$ cat config.mk
export PLATFORM = sky130hd
export DESIGN_NAME = touch_button_debounce_fsm
export DESIGN_NICKNAME = d
export VERILOG_FILES = /design/src/design/tbd_pkg.sv /design/src/design/touch_button_debounce_fsm.sv /design/src/design/tbd_hit_test.sv /design/src/design/tbd_fsm.sv
export SDC_FILE = /design/constraint.sdc
export NUM_CORES = 1
export LEC_CHECK = 0
export BUFFER_PORTS_ARGS = -buffer_cell sky130_fd_sc_hd__buf_2
export CORE_MARGIN = 5
export CORE_UTILIZATION = 35
export DETAILED_ROUTE_END_ITERATION = 16
export PLACE_DENSITY = 0.61
export SYNTH_ARGS = -nofsm -noshare
export SYNTH_HDL_FRONTEND = slang
export SYNTH_SLANG_ARGS = --single-unit
export TNS_END_PERCENT = 100
$ cat constraint.sdc
create_clock -name clk -period 7.7 [get_ports clk]
set_input_delay 1.155 -clock clk [delete_from_list [all_inputs] [get_ports clk]]
set_output_delay 1.155 -clock clk [all_outputs]
set_load 0.005 [all_outputs]
$ cat src/design/tbd_pkg.sv
// Shared types and constants for the touch button debounce block.
// Used by tbd_hit_test, tbd_fsm and touch_button_debounce_fsm; no dependencies.
package tbd_pkg;

  localparam int BOX_SIZE    = 80;
  localparam int MAX_TOUCHES = 4;
  localparam int NUM_POINTS  = 4;

  localparam int COORD_W = 11;
  localparam int TIME_W  = 32;
  localparam int DEB_W   = 16;
  localparam int CNT_W   = 3;

  localparam int CFG_ADDR_W = 2;
  localparam int CFG_DATA_W = 16;

  // Input item layout inside tdata, lowest bit first.
  localparam int ITEM_W      = TIME_W + CNT_W + 2 * NUM_POINTS * COORD_W + 1;
  localparam int IN_TDATA_W  = ((ITEM_W + 7) / 8) * 8;
  localparam int POINTS_LSB  = TIME_W + CNT_W;
  localparam int SET_ON_BIT  = ITEM_W - 1;
  localparam int RESULT_W    = 7;
  localparam int OUT_TDATA_W = ((RESULT_W + 7) / 8) * 8;

  typedef enum logic [2:0] {
    ST_NORMAL        = 3'd0,
    ST_PRESSED       = 3'd1,
    ST_DEBOUNCED     = 3'd2,
    ST_IND           = 3'd3,
    ST_IND_PRESSED   = 3'd4,
    ST_IND_DEBOUNCED = 3'd5
  } btn_state_t;

  typedef enum logic [CFG_ADDR_W-1:0] {
    CFG_BOX_LEFT  = 2'd0,
    CFG_BOX_TOP   = 2'd1,
    CFG_LATCHING  = 2'd2,
    CFG_DEBOUNCE  = 2'd3
  } cfg_idx_t;

  typedef enum logic {
    CMD_POLL      = 1'b0,
    CMD_FORCE_IND = 1'b1
  } cmd_t;

  localparam logic [1:0] TILE_NORMAL      = 2'd0;
  localparam logic [1:0] TILE_PRESSED     = 2'd1;
  localparam logic [1:0] TILE_IND         = 2'd2;
  localparam logic [1:0] TILE_IND_PRESSED = 2'd3;

  typedef struct packed {
    logic [COORD_W-1:0] box_left;
    logic [COORD_W-1:0] box_top;
    logic               latching;
    logic [DEB_W-1:0]   debounce_ms;
  } tbd_cfg_t;

  // Packed so that press_confirmed lands in bit 0 of out_tdata.
  typedef struct packed {
    logic       touched;
    logic       indicator_on;
    logic       beep_request;
    logic [1:0] tile_index;
    logic       redraw;
    logic       press_confirmed;
  } tbd_result_t;

endpackage

$ cat src/design/touch_button_debounce_fsm.sv
// An accepted transaction is held in the input register, and its result goes to
// the result register once that is free. Throughput: one transaction per cycle
// unless out_tready stalls; the state update between the registers sets that rate.
// Reset (rst_n, synchronous, active low) empties both registers, returns the
// button to its normal state with a zero touch start time, and loads defaults.
// Top level of the touch button debounce block; depends on tbd_pkg,
// tbd_hit_test and tbd_fsm.
module touch_button_debounce_fsm
  import tbd_pkg::*;
(
  input  logic                   clk,
  input  logic                   rst_n,
  // cfg_wdata: box_left, box_top, latching_mode or debounce_ms, by cfg_addr
  input  logic                   cfg_we,
  input  logic [CFG_ADDR_W-1:0]  cfg_addr,
  input  logic [CFG_DATA_W-1:0]  cfg_wdata,
  input  logic                   in_tvalid,
  output logic                   in_tready,
  // in_tdata from bit 0: now_ms, touch_count, touch_x0, touch_y0, touch_x1,
  // touch_y1, touch_x2, touch_y2, touch_x3, touch_y3, set_on, zero fill
  input  logic [IN_TDATA_W-1:0]  in_tdata,
  // in_tuser: cmd
  input  logic                   in_tuser,
  output logic                   out_tvalid,
  input  logic                   out_tready,
  // out_tdata from bit 0: press_confirmed, redraw, tile_index, beep_request,
  // indicator_on, touched, zero fill
  output logic [OUT_TDATA_W-1:0] out_tdata
);

  tbd_cfg_t           cfg_r;
  logic               s1_valid_r;
  logic [ITEM_W-1:0]  s1_item_r;
  logic               s1_cmd_r;
  logic               out_valid_r;
  tbd_result_t        res_r;
  tbd_result_t        res_nxt;
  logic               out_free;
  logic               step;
  logic               hit;
  logic [COORD_W-1:0] xs [NUM_POINTS];
  logic [COORD_W-1:0] ys [NUM_POINTS];

  always_ff @(posedge clk) begin
    if (!rst_n) begin
      cfg_r.box_left    <= '0;
      cfg_r.box_top     <= '0;
      cfg_r.latching    <= 1'b0;
      cfg_r.debounce_ms <= DEB_W'(50);
    end else if (cfg_we) begin
      unique case (cfg_idx_t'(cfg_addr))
        CFG_BOX_LEFT: cfg_r.box_left    <= cfg_wdata[COORD_W-1:0];
        CFG_BOX_TOP:  cfg_r.box_top     <= cfg_wdata[COORD_W-1:0];
        CFG_LATCHING: cfg_r.latching    <= cfg_wdata[0];
        CFG_DEBOUNCE: cfg_r.debounce_ms <= cfg_wdata[DEB_W-1:0];
        default: ;
      endcase
    end
  end

  // The result register frees up when empty or when its transaction is taken.
  assign out_free  = !out_valid_r || out_tready;
  assign step      = s1_valid_r && out_free;
  assign in_tready = !s1_valid_r || out_free;

  always_ff @(posedge clk) begin
    if (!rst_n) begin
      s1_valid_r <= 1'b0;
    end else if (in_tready) begin
      s1_valid_r <= in_tvalid;
    end
  end

  always_ff @(posedge clk) begin
    if (in_tready && in_tvalid) begin
      s1_item_r <= in_tdata[ITEM_W-1:0];
      s1_cmd_r  <= in_tuser;
    end
  end

  always_comb begin
    for (int i = 0; i < NUM_POINTS; i++) begin
      xs[i] = s1_item_r[POINTS_LSB + 2*i*COORD_W +: COORD_W];
      ys[i] = s1_item_r[POINTS_LSB + (2*i+1)*COORD_W +: COORD_W];
    end
  end

  tbd_hit_test u_hit (
    .box_left_i    (cfg_r.box_left),
    .box_top_i     (cfg_r.box_top),
    .touch_count_i (s1_item_r[TIME_W +: CNT_W]),
    .x_i           (xs),
    .y_i           (ys),
    .hit_o         (hit)
  );

  tbd_fsm u_fsm (
    .clk       (clk),
    .rst_n     (rst_n),
    .step_i    (step),
    .cmd_i     (s1_cmd_r),
    .set_on_i  (s1_item_r[SET_ON_BIT]),
    .now_i     (s1_item_r[TIME_W-1:0]),
    .touched_i (hit),
    .cfg_i     (cfg_r),
    .res_o     (res_nxt)
  );

  always_ff @(posedge clk) begin
    if (!rst_n) begin
      out_valid_r <= 1'b0;
    end else if (out_free) begin
      out_valid_r <= s1_valid_r;
    end
  end

  always_ff @(posedge clk) begin
    if (step) begin
      res_r <= res_nxt;
    end
  end

  assign out_tvalid = out_valid_r;
  assign out_tdata  = {{(OUT_TDATA_W-RESULT_W){1'b0}}, res_r};

`ifndef NO_ASSERTIONS
  // A result without a redraw carries tile zero.
  a_tile_needs_redraw: assert property (@(posedge clk) disable iff (!rst_n)
    out_valid_r && !res_r.redraw |-> res_r.tile_index == TILE_NORMAL)
    else $error("tile index set without redraw");

  // A confirmed press always redraws and never beeps in the same transaction.
  a_press_redraws: assert property (@(posedge clk) disable iff (!rst_n)
    out_valid_r && res_r.press_confirmed |-> res_r.redraw && !res_r.beep_request)
    else $error("press confirmed without redraw or with beep");

  // A beep only comes from a held touch and shows a pressed tile.
  a_beep_touched: assert property (@(posedge clk) disable iff (!rst_n)
    out_valid_r && res_r.beep_request |->
      res_r.touched && res_r.redraw &&
      (res_r.tile_index == TILE_PRESSED || res_r.tile_index == TILE_IND_PRESSED))
    else $error("beep without touch or pressed tile");

  // Backpressure at the input only when both registers are occupied.
  a_stall_full: assert property (@(posedge clk) disable iff (!rst_n)
    !in_tready |-> s1_valid_r && out_valid_r)
    else $error("input stalled with a free register");
`endif

endmodule

$ cat src/design/tbd_hit_test.sv
// Hit test of up to four touch points against the button's square box.
// Depends on tbd_pkg.
module tbd_hit_test
  import tbd_pkg::*;
(
  input  logic [COORD_W-1:0] box_left_i,
  input  logic [COORD_W-1:0] box_top_i,
  input  logic [CNT_W-1:0]   touch_count_i,
  input  logic [COORD_W-1:0] x_i [NUM_POINTS],
  input  logic [COORD_W-1:0] y_i [NUM_POINTS],
  output logic               hit_o
);

  localparam int LIMIT = (MAX_TOUCHES > NUM_POINTS) ? NUM_POINTS : MAX_TOUCHES;

  logic [COORD_W:0] xmax;
  logic [COORD_W:0] ymax;

  // The box edges are computed one bit wider so they never wrap.
  assign xmax = {1'b0, box_left_i} + (COORD_W+1)'(BOX_SIZE);
  assign ymax = {1'b0, box_top_i} + (COORD_W+1)'(BOX_SIZE);

  always_comb begin
    hit_o = 1'b0;
    for (int i = 0; i < NUM_POINTS; i++) begin
      if (i < LIMIT && CNT_W'(i) < touch_count_i) begin
        if (x_i[i] >= box_left_i && {1'b0, x_i[i]} <= xmax &&
            y_i[i] >= box_top_i && {1'b0, y_i[i]} <= ymax) begin
          hit_o = 1'b1;
        end
      end
    end
  end

endmodule

$ cat src/design/tbd_fsm.sv
// Six-state debounce machine with momentary and latching behavior.
// Depends on tbd_pkg; advances once per step.
module tbd_fsm
  import tbd_pkg::*;
(
  input  logic              clk,
  input  logic              rst_n,
  input  logic              step_i,
  input  logic              cmd_i,
  input  logic              set_on_i,
  input  logic [TIME_W-1:0] now_i,
  input  logic              touched_i,
  input  tbd_cfg_t          cfg_i,
  output tbd_result_t       res_o
);

  btn_state_t        state_r, state_nxt;
  logic [TIME_W-1:0] start_r, start_nxt;
  logic [TIME_W-1:0] elapsed;
  logic              long_enough;

  // Wrap-safe elapsed time.
  assign elapsed     = now_i - start_r;
  assign long_enough = elapsed > {{(TIME_W-DEB_W){1'b0}}, cfg_i.debounce_ms};

  always_comb begin
    state_nxt = state_r;
    start_nxt = start_r;
    if (cmd_i == CMD_FORCE_IND) begin
      if (cfg_i.latching) begin
        state_nxt = set_on_i ? ST_IND : ST_NORMAL;
      end
    end else begin
      unique case (state_r)
        ST_PRESSED: begin
          if (!touched_i) begin
            state_nxt = ST_NORMAL;
          end else if (long_enough) begin
            state_nxt = ST_DEBOUNCED;
          end
        end
        ST_DEBOUNCED: begin
          if (!touched_i) begin
            state_nxt = cfg_i.latching ? ST_IND : ST_NORMAL;
          end
        end
        ST_IND: begin
          if (touched_i) begin
            start_nxt = now_i;
            state_nxt = ST_IND_PRESSED;
          end
        end
        ST_IND_PRESSED: begin
          if (!touched_i) begin
            state_nxt = ST_IND;
          end else if (long_enough) begin
            state_nxt = ST_IND_DEBOUNCED;
          end
        end
        ST_IND_DEBOUNCED: begin
          if (!touched_i) begin
            state_nxt = ST_NORMAL;
          end
        end
        default: begin
          if (touched_i) begin
            start_nxt = now_i;
            state_nxt = ST_PRESSED;
          end else begin
            state_nxt = ST_NORMAL;
          end
        end
      endcase
    end
  end

  always_comb begin
    res_o = '0;
    if (cmd_i == CMD_FORCE_IND) begin
      if (cfg_i.latching) begin
        res_o.redraw     = 1'b1;
        res_o.tile_index = set_on_i ? TILE_IND : TILE_NORMAL;
      end
    end else begin
      res_o.touched = touched_i;
      unique case (state_r)
        ST_PRESSED: begin
          if (!touched_i) begin
            res_o.redraw = 1'b1;
          end else if (long_enough) begin
            res_o.redraw       = 1'b1;
            res_o.tile_index   = TILE_PRESSED;
            res_o.beep_request = 1'b1;
          end
        end
        ST_DEBOUNCED: begin
          if (!touched_i) begin
            res_o.press_confirmed = 1'b1;
            res_o.redraw          = 1'b1;
            res_o.tile_index      = cfg_i.latching ? TILE_IND : TILE_NORMAL;
          end
        end
        ST_IND_PRESSED: begin
          if (!touched_i) begin
            res_o.redraw     = 1'b1;
            res_o.tile_index = TILE_IND;
          end else if (long_enough) begin
            res_o.redraw       = 1'b1;
            res_o.tile_index   = TILE_IND_PRESSED;
            res_o.beep_request = 1'b1;
          end
        end
        ST_IND_DEBOUNCED: begin
          if (!touched_i) begin
            res_o.press_confirmed = 1'b1;
            res_o.redraw          = 1'b1;
          end
        end
        default: ;
      endcase
    end
    res_o.indicator_on = (state_nxt == ST_IND) || (state_nxt == ST_IND_PRESSED) ||
                         (state_nxt == ST_IND_DEBOUNCED);
  end

  always_ff @(posedge clk) begin
    if (!rst_n) begin
      state_r <= ST_NORMAL;
      start_r <= '0;
    end else if (step_i) begin
      state_r <= state_nxt;
      start_r <= start_nxt;
    end
  end

`ifndef NO_ASSERTIONS
  // A force command never moves the touch start time.
  a_force_keeps_start: assert property (@(posedge clk) disable iff (!rst_n)
    step_i && cmd_i == CMD_FORCE_IND |=> $stable(start_r))
    else $error("force command changed touch start time");

  // In momentary mode a force command leaves the state alone.
  a_force_momentary: assert property (@(posedge clk) disable iff (!rst_n)
    step_i && cmd_i == CMD_FORCE_IND && !cfg_i.latching |=> $stable(state_r))
    else $error("force command changed state in momentary mode");

  // Without a step nothing in the machine moves.
  a_hold_without_step: assert property (@(posedge clk) disable iff (!rst_n)
    !step_i |=> $stable(state_r) && $stable(start_r))
    else $error("state changed without a step");
`endif

endmodule

After elaboration in Yosys (flattened, before gate mapping)
Index checks and enable logic that the tools add are counted.
W data, S select, Z words.
{ "word_totals": {"reg_bits": 208, "wordCells": 117, "inputBits": 152} }
{ "op_classes": {"bitwise_logic": 2, "mux": 37, "reduce_logical": 27, "n_eq_ne": 11, "n_lt_le_gt_ge": 21, "n_addsub": 3} }
{ "op_table": {"columns": ["cell", "n"], "rows": [
  ["$le A11 B12 Y1", 8],
  ["$ge A11 B11 Y1", 8],
  ["$mux W3", 13],
  ["$gt A32 B16 Y1", 1],
  ["$sub A32 B32 Y32", 1],
  ["$add A11 B7 Y12 const B", 2],
  ["$pmux W3 S5", 1],
  ["$logic_and A1 B1 Y1", 14],
  ["$eq A3 B3 Y1 const B", 4],
  ["$mux W4", 3],
  ["$mux W1", 11],
  ["$mux W2", 5],
  ["$eq A3 B2 Y1 const B", 3],
  ["$reduce_and A2 Y1", 4],
  ["$lt A1 B3 Y1 const A", 2],
  ["$lt A2 B3 Y1 const A", 2],
  ["$pmux W2 S3", 1],
  ["$eq A2 B2 Y1 const B", 2],
  ["$logic_or A1 B1 Y1", 4],
  ["$pmux W1 S2", 2],
  ["$pmux W1 S4", 1],
  ["$reduce_and A4 Y1", 1],
  ["$reduce_or A4 Y1", 1],
  ["$eq A3 B1 Y1 const B", 1],
  ["other kinds (4)", 6]
]} }

Logic depth before layout (Yosys ltp)
Gate-level depths: netlist of run 1.
{ "logic_depth": {"word_depth": 19, "depth_mapped": 26} }

By module
A second synthesis of run 1 with hierarchy kept.
{ "unflattened": {"hier_cells": 1284, "hier_area_um2": 13366.6} }
{ "modules_own_cells": {"columns": ["module", "seq_area_each_um2", "area_per_inst_um2", "instances", "cells_per_inst"], "rows": [
  ["touch_button_debounce_fsm", 4784.6, 5535.3, 1, 293],
  ["tbd_fsm", 700.7, 4332.9, 1, 568],
  ["tbd_hit_test", 0.0, 3498.4, 1, 423]
]} }

Worst setup path after synthesis of run 1
OpenSTA, ideal clock, no wires.
{ "synth_path": {"path_type": "input -> register", "start": "in out_tready", "end": "reg s1_cmd_r, enable pin", "arrival_time_ps": 4192, "slack_ps": 3009, "t_required_ps": 7202, "setup_ps": 498, "stages": 3, "cell_sequence": "nor2b_1 nand2_1 and2_1"} }
{ "synth_via": {"elab_chain_len": 3} }
{ "synth_rtl": {"columns": ["item", "line_no", "rtl"], "rows": [
  ["start: declaration", "touch_button_debounce_fsm.sv:25", "input logic out_tready,"],
  ["$logic_or A1 B1 Y1", "touch_button_debounce_fsm.sv:62", "assign out_free = !out_valid_r || out_tready;"],
  ["$logic_or A1 B1 Y1", "touch_button_debounce_fsm.sv:64", "assign in_tready = !s1_valid_r || out_free;"],
  ["net in_tready", "touch_button_debounce_fsm.sv:18", "output logic in_tready,"],
  ["$logic_and A1 B1 Y1", "touch_button_debounce_fsm.sv:75", "if (in_tready && in_tvalid) begin"],
  ["end signal: assignment", "touch_button_debounce_fsm.sv:77", "s1_cmd_r <= in_tuser;"],
  ["end: declaration", "touch_button_debounce_fsm.sv:34", "logic s1_cmd_r;"]
]} }
The timed path passes the listed nets, and every way through them passes these cells.
A chain may end at the register's enable or synchronous reset.

==> impl_metrics.json, run 1 <==
{
  "status": "finished clean",
  "die_w_um": 201.6,
  "powerDensity_mw_per_mm2": 190.7,
  "post_cts_buffers": 0,
  "root_buffer": "clkbuf_16",
  "cap_violations": 0,
  "wirelength_met1_um": 16170,
  "fin_crit_sh": 0.6824,
  "h-tree-depth": 1,
  "ff_latch_area_sq_mm": 0.005485,
  "grt_overflow_total": 0,
  "wl_met3_um": 1556,
  "fin_worst_skew_ns": 0.01281,
  "synth_seq_cells": 208,
  "setup_violations": 0,
  "required_ns": 7.97,
  "ir_drop_mv": 0.1082,
  "ctsResizeCount": 0,
  "grt_max_degree": 64,
  "worst_pin_slew_ns": 1.163,
  "setup-tns-final_ns": 0,
  "power_frac_seq": 0.452,
  "synth_edf_count": 132,
  "syn2layout_area_growth_pct": 15.61,
  "finalHoldViolCount": 0,
  "die_area_sq_mm": 0.04064,
  "initial_core_util": 0.3526,
  "yosysWarnings": 0,
  "final_antenna_net_count": 0,
  "gp_congestion": 0.9244,
  "final_common_cell": "ha_1",
  "syn-num-nets": 1619,
  "cts_tree": "done",
  "drt_iter0_drc": 657,
  "rsz0062_at_grt": "no",
  "grt_pass1_vias": 9844,
  "synth_cells": 1273,
  "track_usage": 0.1635,
  "wire_per_inst_um": 17.88,
  "nNetsFinal": 1770,
  "hp-class": "reg -> reg",
  "async_reset_ff_frac": 0,
  "cts_hold_buffers": 0,
  "yosysUniqueCellTypes": 79,
  "final_cell_mix": "ha_1, buf_2, edfxtp_1",
  "core_sq_mm": 0.03643,
  "rows": 70,
  "crit_fanout": 6,
  "power.leakage_nw": 5.850,
  "reg2reg_slack_ns": 2.45,
  "postSynthAreaPerCell_sq_um": 10.09,
  "clockPowerShare": 0.394,
  "io_buffers": 156,
  "firstDrtPassIters": 6,
  "power.total_mw": 2.833,
  "sw_frac_of_total": 0.2635,
  "multiInputGateArea_sq_mm": 0.006873,
  "drcViolationCount": 0,
  "intPower_mw": 2.087,
  "die_y_um": 201.6,
  "synthFlopType": "edfxtp_1",
  "clk_latency_ns": 0.53,
  "routed_via_density": 5.228,
  "p_sw_uw": 746.4,
  "io_pins": 162,
  "ys_seq_area_frac": 0.4269,
  "cts_inserted_buffers": 25,
  "drv_slew": 0,
  "place_hpwl_um": 26630,
  "routed_wl_um": 34190,
  "pwr-share-comb": 0.154,
  "drive_above_1_share": 0.1422,
  "wl_met2_um": 15500,
  "worst_setup_path_start_kind": "flop",
  "synth.area.top_cells": "edfxtp_1, ha_1, dfxtp_1",
  "fillers": 3566,
  "cts_sinks": 208,
  "synth_area_sq_mm": 0.01285,
  "max_freq_ghz": 0.1903,
  "yosysTopAreaCellShare": 0.3085,
  "grt_pass1_wl_um": 53790,
  "vias": 9996,
  "clkTransAtPathRegs_ns": 0.06,
  "clock_path_buffers": 3,
  "period_minus_slack_ns": 5.254,
  "path_class": "reg -> reg",
  "end_kind": "flop",
  "yosysTopAreaCell": "edfxtp_1",
  "top_layer": "met5",
  "crit_arrival_ns": 5.53,
  "maxSlewHeadroom": 0.2212,
  "antenna_found_initial": 4
}
Yosys cell counts (6+ instances only):
master       n
a2111oi_0    8
a211o_1      8
a211oi_1     7
a21o_1      27
a21oi_1    120
a31oi_1     10
and2_1       6
and3_1      12
clkbuf_1    25
dfxtp_1     76
edfxtp_1   132
ha_1       193
inv_1       90
mux2i_1     39
nand2_1    120
nand2b_1     7
nand3_1     27
nand4_1     26
nor2_1      96
nor2b_1     18
nor3_1      13
o211ai_1    21
o21a_1      12
o21ai_0     43
o21ai_1      6
xnor2_1     19
xor2_1      10
through the flow:
stage,utilization,std cells,cell area [sq um],hold WS (ns),setup slack [ns]
after floorplan,-,1273,12850,0.4363,3.009
after global placement,0.3866,1865,14080,0.4435,2.460
after detailed placement,0.3866,1865,14080,0.4499,2.460
after CTS,0.4076,1910,14850,0.4587,2.446
after global routing,0.4077,1912,14850,0.4856,1.939
final,0.4077,1912,14850,0.4592,2.446
power by group through the flow:
| stage | Clock [mW] | Sequential (mW) | Combinational [mW] |
|---|---|---|---|
| after floorplan | 0 | 1.29 | 0.296 |
| after global placement | 0 | 1.30 | 0.423 |
| after CTS | 1.16 | 1.28 | 0.436 |
| final | 1.12 | 1.28 | 0.436 |
| after detailed placement | 0 | 1.30 | 0.433 |
| after global routing | 1.20 | 1.29 | 0.496 |
cell type report:
cell class | count | area share
Antenna cell | 2 | 0.0003369
Clock buffer | 33 | 0.04414
Clock inverter | 12 | 0.007328
Inverter | 92 | 0.02325
Multi-Input combinational cell | 939 | 0.4627
Sequential cell | 208 | 0.3693
Tap cell | 468 | 0.03942
Timing Repair Buffer | 158 | 0.05357
critical path, stage by stage (launching register included):
cell,delay (ns)
edfxtp_1,0.37
inv_1,0.07
ha_1,0.16
inv_1,0.06
fa_1,0.42
a211oi_1,0.22
o21ai_1,0.23
o21ai_0,0.21
nand2_1,0.09
and2_1,0.17
o21ai_0,0.14
nand2b_1,0.11
nand3_1,0.09
nand2_1,0.07
xor2_1,0.17
ha_1,0.30
and3_1,0.17
nand4_1,0.16
nor3_1,0.22
a31oi_1,0.08
a21oi_1,0.18
nand4_1,0.17
nor4b_2,0.24
nand4_1,0.33
a32o_1,0.36
o211ai_1,0.10
mux2i_1,0.10
logic make-up (layout without fill, tap and decap cells):
family                   count (synthesis)  count (layout)  synth area share
AO/OA/AOI/OAI                          325             325            0.1660
adder cells (fa/ha/maj)                194             194            0.1895
multiplexers                            40              40           0.03126
buffers and inverters                  126             295           0.03885
XOR/XNOR                                29              29           0.01977
flip-flops                             208             208            0.4269
AND/OR/NAND/NOR                        350             350            0.1274
other                                    1               3         0.0002919
registers in the layout, summed over array words and instances, names as in the netlist:
name           cells
cfg_r             39
out_tdata          7
out_tvalid         1
s1_cmd_r           1
s1_item_r        124
s1_valid_r         1
u_fsm.start_r     32
u_fsm.state_r      3
final timing paths:
| path | from | cells after the start | to |
|---|---|---|---|
| setup / recovery | s1_item_r[0] | 26 | out_tdata[5] |
| hold / removal | cfg_r[11] | 2 | cfg_r[11] |
| setup reg to reg | s1_item_r[0] | 26 | out_tdata[5] |
| hold reg to reg | cfg_r[11] | 2 | cfg_r[11] |
per-layer routing:
metal  up-vias  global-route usage
met3        61             0.02659
met1      4650              0.2282
met2       239              0.2640
li1       5044                   -
met4         2             0.04468
met5         -                   0
No activity file was read; power rests on OpenSTA's default activity.
==> run 2: changes to the inputs <==
Settings changed: PLACE_DENSITY 0.61 to 0.63.
Clock period 7.7 ns to 4.5 ns, I/O delays scaled along.
==> impl_metrics.json, run 2 (synthesis gave the netlist of run 1 again) <==
{
  "rsz0062_at_grt": "yes",
  "drcViolationCount": 0,
  "drive_above_1_share": 0.1995,
  "initial_core_util": 0.3526,
  "power.leakage_nw": 6.255,
  "cap_violations": 0,
  "setup_violations": 6,
  "power.total_mw": 4.956,
  "setup_ws_ns": -0.1337,
  "io_pins": 162,
  "routed_wl_um": 35160,
  "pwr-share-comb": 0.164,
  "crit_fanout": 5,
  "fin_crit_sh": 1.030,
  "final_common_cell": "ha_1",
  "final_cell_mix": "ha_1, buf_2, edfxtp_1",
  "crit_slowest_cell": "edfxtp_1",
  "largest_register_ffs": 124,
  "dpl-instance-area_sq_mm": 0.01462,
  "grt_overflow_total": 0,
  "cts_tree": "done",
  "cpLargestDelayFamily": "simple AND/OR/NAND/NOR gates",
  "clock_path_buffers": 3,
  "fin_worst_skew_ns": 0.01813,
  "ff_latch_area_sq_mm": 0.005485,
  "wire_per_inst_um": 17.68,
  "end_kind": "flop",
  "clockPowerShare": 0.394,
  "status": "finished with violations",
  "grt_pass1_vias": 10070,
  "cp_num_cells": 27,
  "final_antenna_net_count": 0,
  "rows": 70,
  "gp_congestion": 0.8967,
  "worst_pin_slew_ns": 1.149,
  "cts_sinks": 208,
  "syn2layout_area_growth_pct": 21.00,
  "worst-path-buf-inv": 3,
  "io_buffers": 156,
  "hold_depth": 1,
  "regMostFlops": "s1_item_r",
  "maxSlewHeadroom": 0.2306,
  "grt_max_degree": 54,
  "sw_frac_of_total": 0.2672,
  "place_hpwl_um": 27880,
  "vias": 10360,
  "intPower_mw": 3.631,
  "firstDrtPassIters": 5,
  "top_regs": "s1_item_r (124), cfg_r (39), u_fsm.start_r (32)",
  "setup-tns-final_ns": -0.4558,
  "violations": "setup timing",
  "track_usage": 0.1674,
  "path_class": "reg -> reg",
  "dp_worst_setup_slack_ns": -0.5045,
  "power_frac_seq": 0.442,
  "hp-class": "in -> reg",
  "antenna_found_initial": 2,
  "nNetsFinal": 1847,
  "p_sw_mw": 1.324,
  "h-tree-depth": 1,
  "die_y_um": 201.6,
  "grt_pass1_wl_um": 54760,
  "die_w_um": 201.6,
  "root_buffer": "clkbuf_16",
  "multiInputGateArea_sq_mm": 0.006919,
  "core_sq_mm": 0.03643,
  "finalHoldViolCount": 0,
  "clkTransAtPathRegs_ns": 0.06,
  "final_area_sq_mm": 0.01555,
  "routed_via_density": 5.212,
  "drv_slew": 0,
  "drt_iter0_drc": 583,
  "max_freq_ghz": 0.2158,
  "ir_drop_mv": 0.2252,
  "max_stage_delay_ns": 0.40,
  "period_minus_slack_ns": 4.634,
  "required_ns": 4.78,
  "cts_inserted_buffers": 25,
  "worst_setup_path_start_kind": "flop",
  "fillers": 3544,
  "clk_latency_ns": 0.54,
  "powerDensity_mw_per_mm2": 318.7,
  "die_area_sq_mm": 0.04064,
  "reg2regPathDepth": 27,
  "crit_arrival_ns": 4.91
}
run 2: cell count changes in the layout (fill, tap and decap cells not counted), moves of 3 or more:
cell / previous run / this run
clkbuf_1: 8 / 4
clkbuf_8: 0 / 3
a21oi_2: 0 / 4
buf_4: 2 / 75
clkinv_1: 6 / 1
a21oi_1: 120 / 116
run 2: layout make-up:
cell class / count / share of cell area
timing repair buffer: 235 / 0.09046
sequential: 208 / 0.3528
multi-input combinational: 939 / 0.4450
tap: 468 / 0.03766
clock buffer: 34 / 0.04708
antenna: 1 / 0.0001610
clock inverter: 11 / 0.004587
inverter: 92 / 0.02221
run 2: path summary, 6_finish.rpt:
| path | endpoint | startpoint | slack [ns] |
|---|---|---|---|
| hold / removal | s1_item_r[114] | in_tdata[114] | 0.31 |
| hold reg to reg | cfg_r[12] | cfg_r[12] | 0.46 |
| setup / recovery | out_tdata[5] | s1_item_r[0] | -0.13 |
| setup reg to reg | out_tdata[5] | s1_item_r[0] | -0.13 |
run 2: through the flow:
step | std cells | util | hold slack [ns]
2_1_floorplan | 1273 | - | 0.4363
3_3_place_gp | 1933 | 0.4013 | 0.4461
3_5_place_dp | 1933 | 0.4013 | 0.4498
4_1_cts | 1984 | 0.4251 | 0.2819
5_1_grt | 1988 | 0.4267 | 0.2851
6_report | 1988 | 0.4267 | 0.3087
run 2: power groups by stage:
stage                     clock network, mW  registers, mW  logic [mW]
after floorplan                           0           2.21       0.507
after global placement                    0           2.23       0.780
after detailed placement                  0           2.23       0.795
after CTS                              2.02           2.19       0.808
after global routing                   2.09           2.20       0.918
final                                  1.95           2.19       0.813
run 2: layer usage:
layer | up-vias | global-route usage | share of wire
li1 | 5190 | - | -
met1 | 4848 | 0.2318 | 0.47
met2 | 254 | 0.2648 | 0.45
met3 | 67 | 0.03127 | 0.049
met4 | 2 | 0.05542 | 0.035
met5 | - | 0 | 0.00034
run 2: timing repair:
action / CTS / global route
gates resized for setup: 8 / 9
buffers inserted: 6 / 3
setup endpoints to repair: 7 / 7
pin swaps: 9 / 3
cloned: 0 / 0
hold buffers: 0 / 0
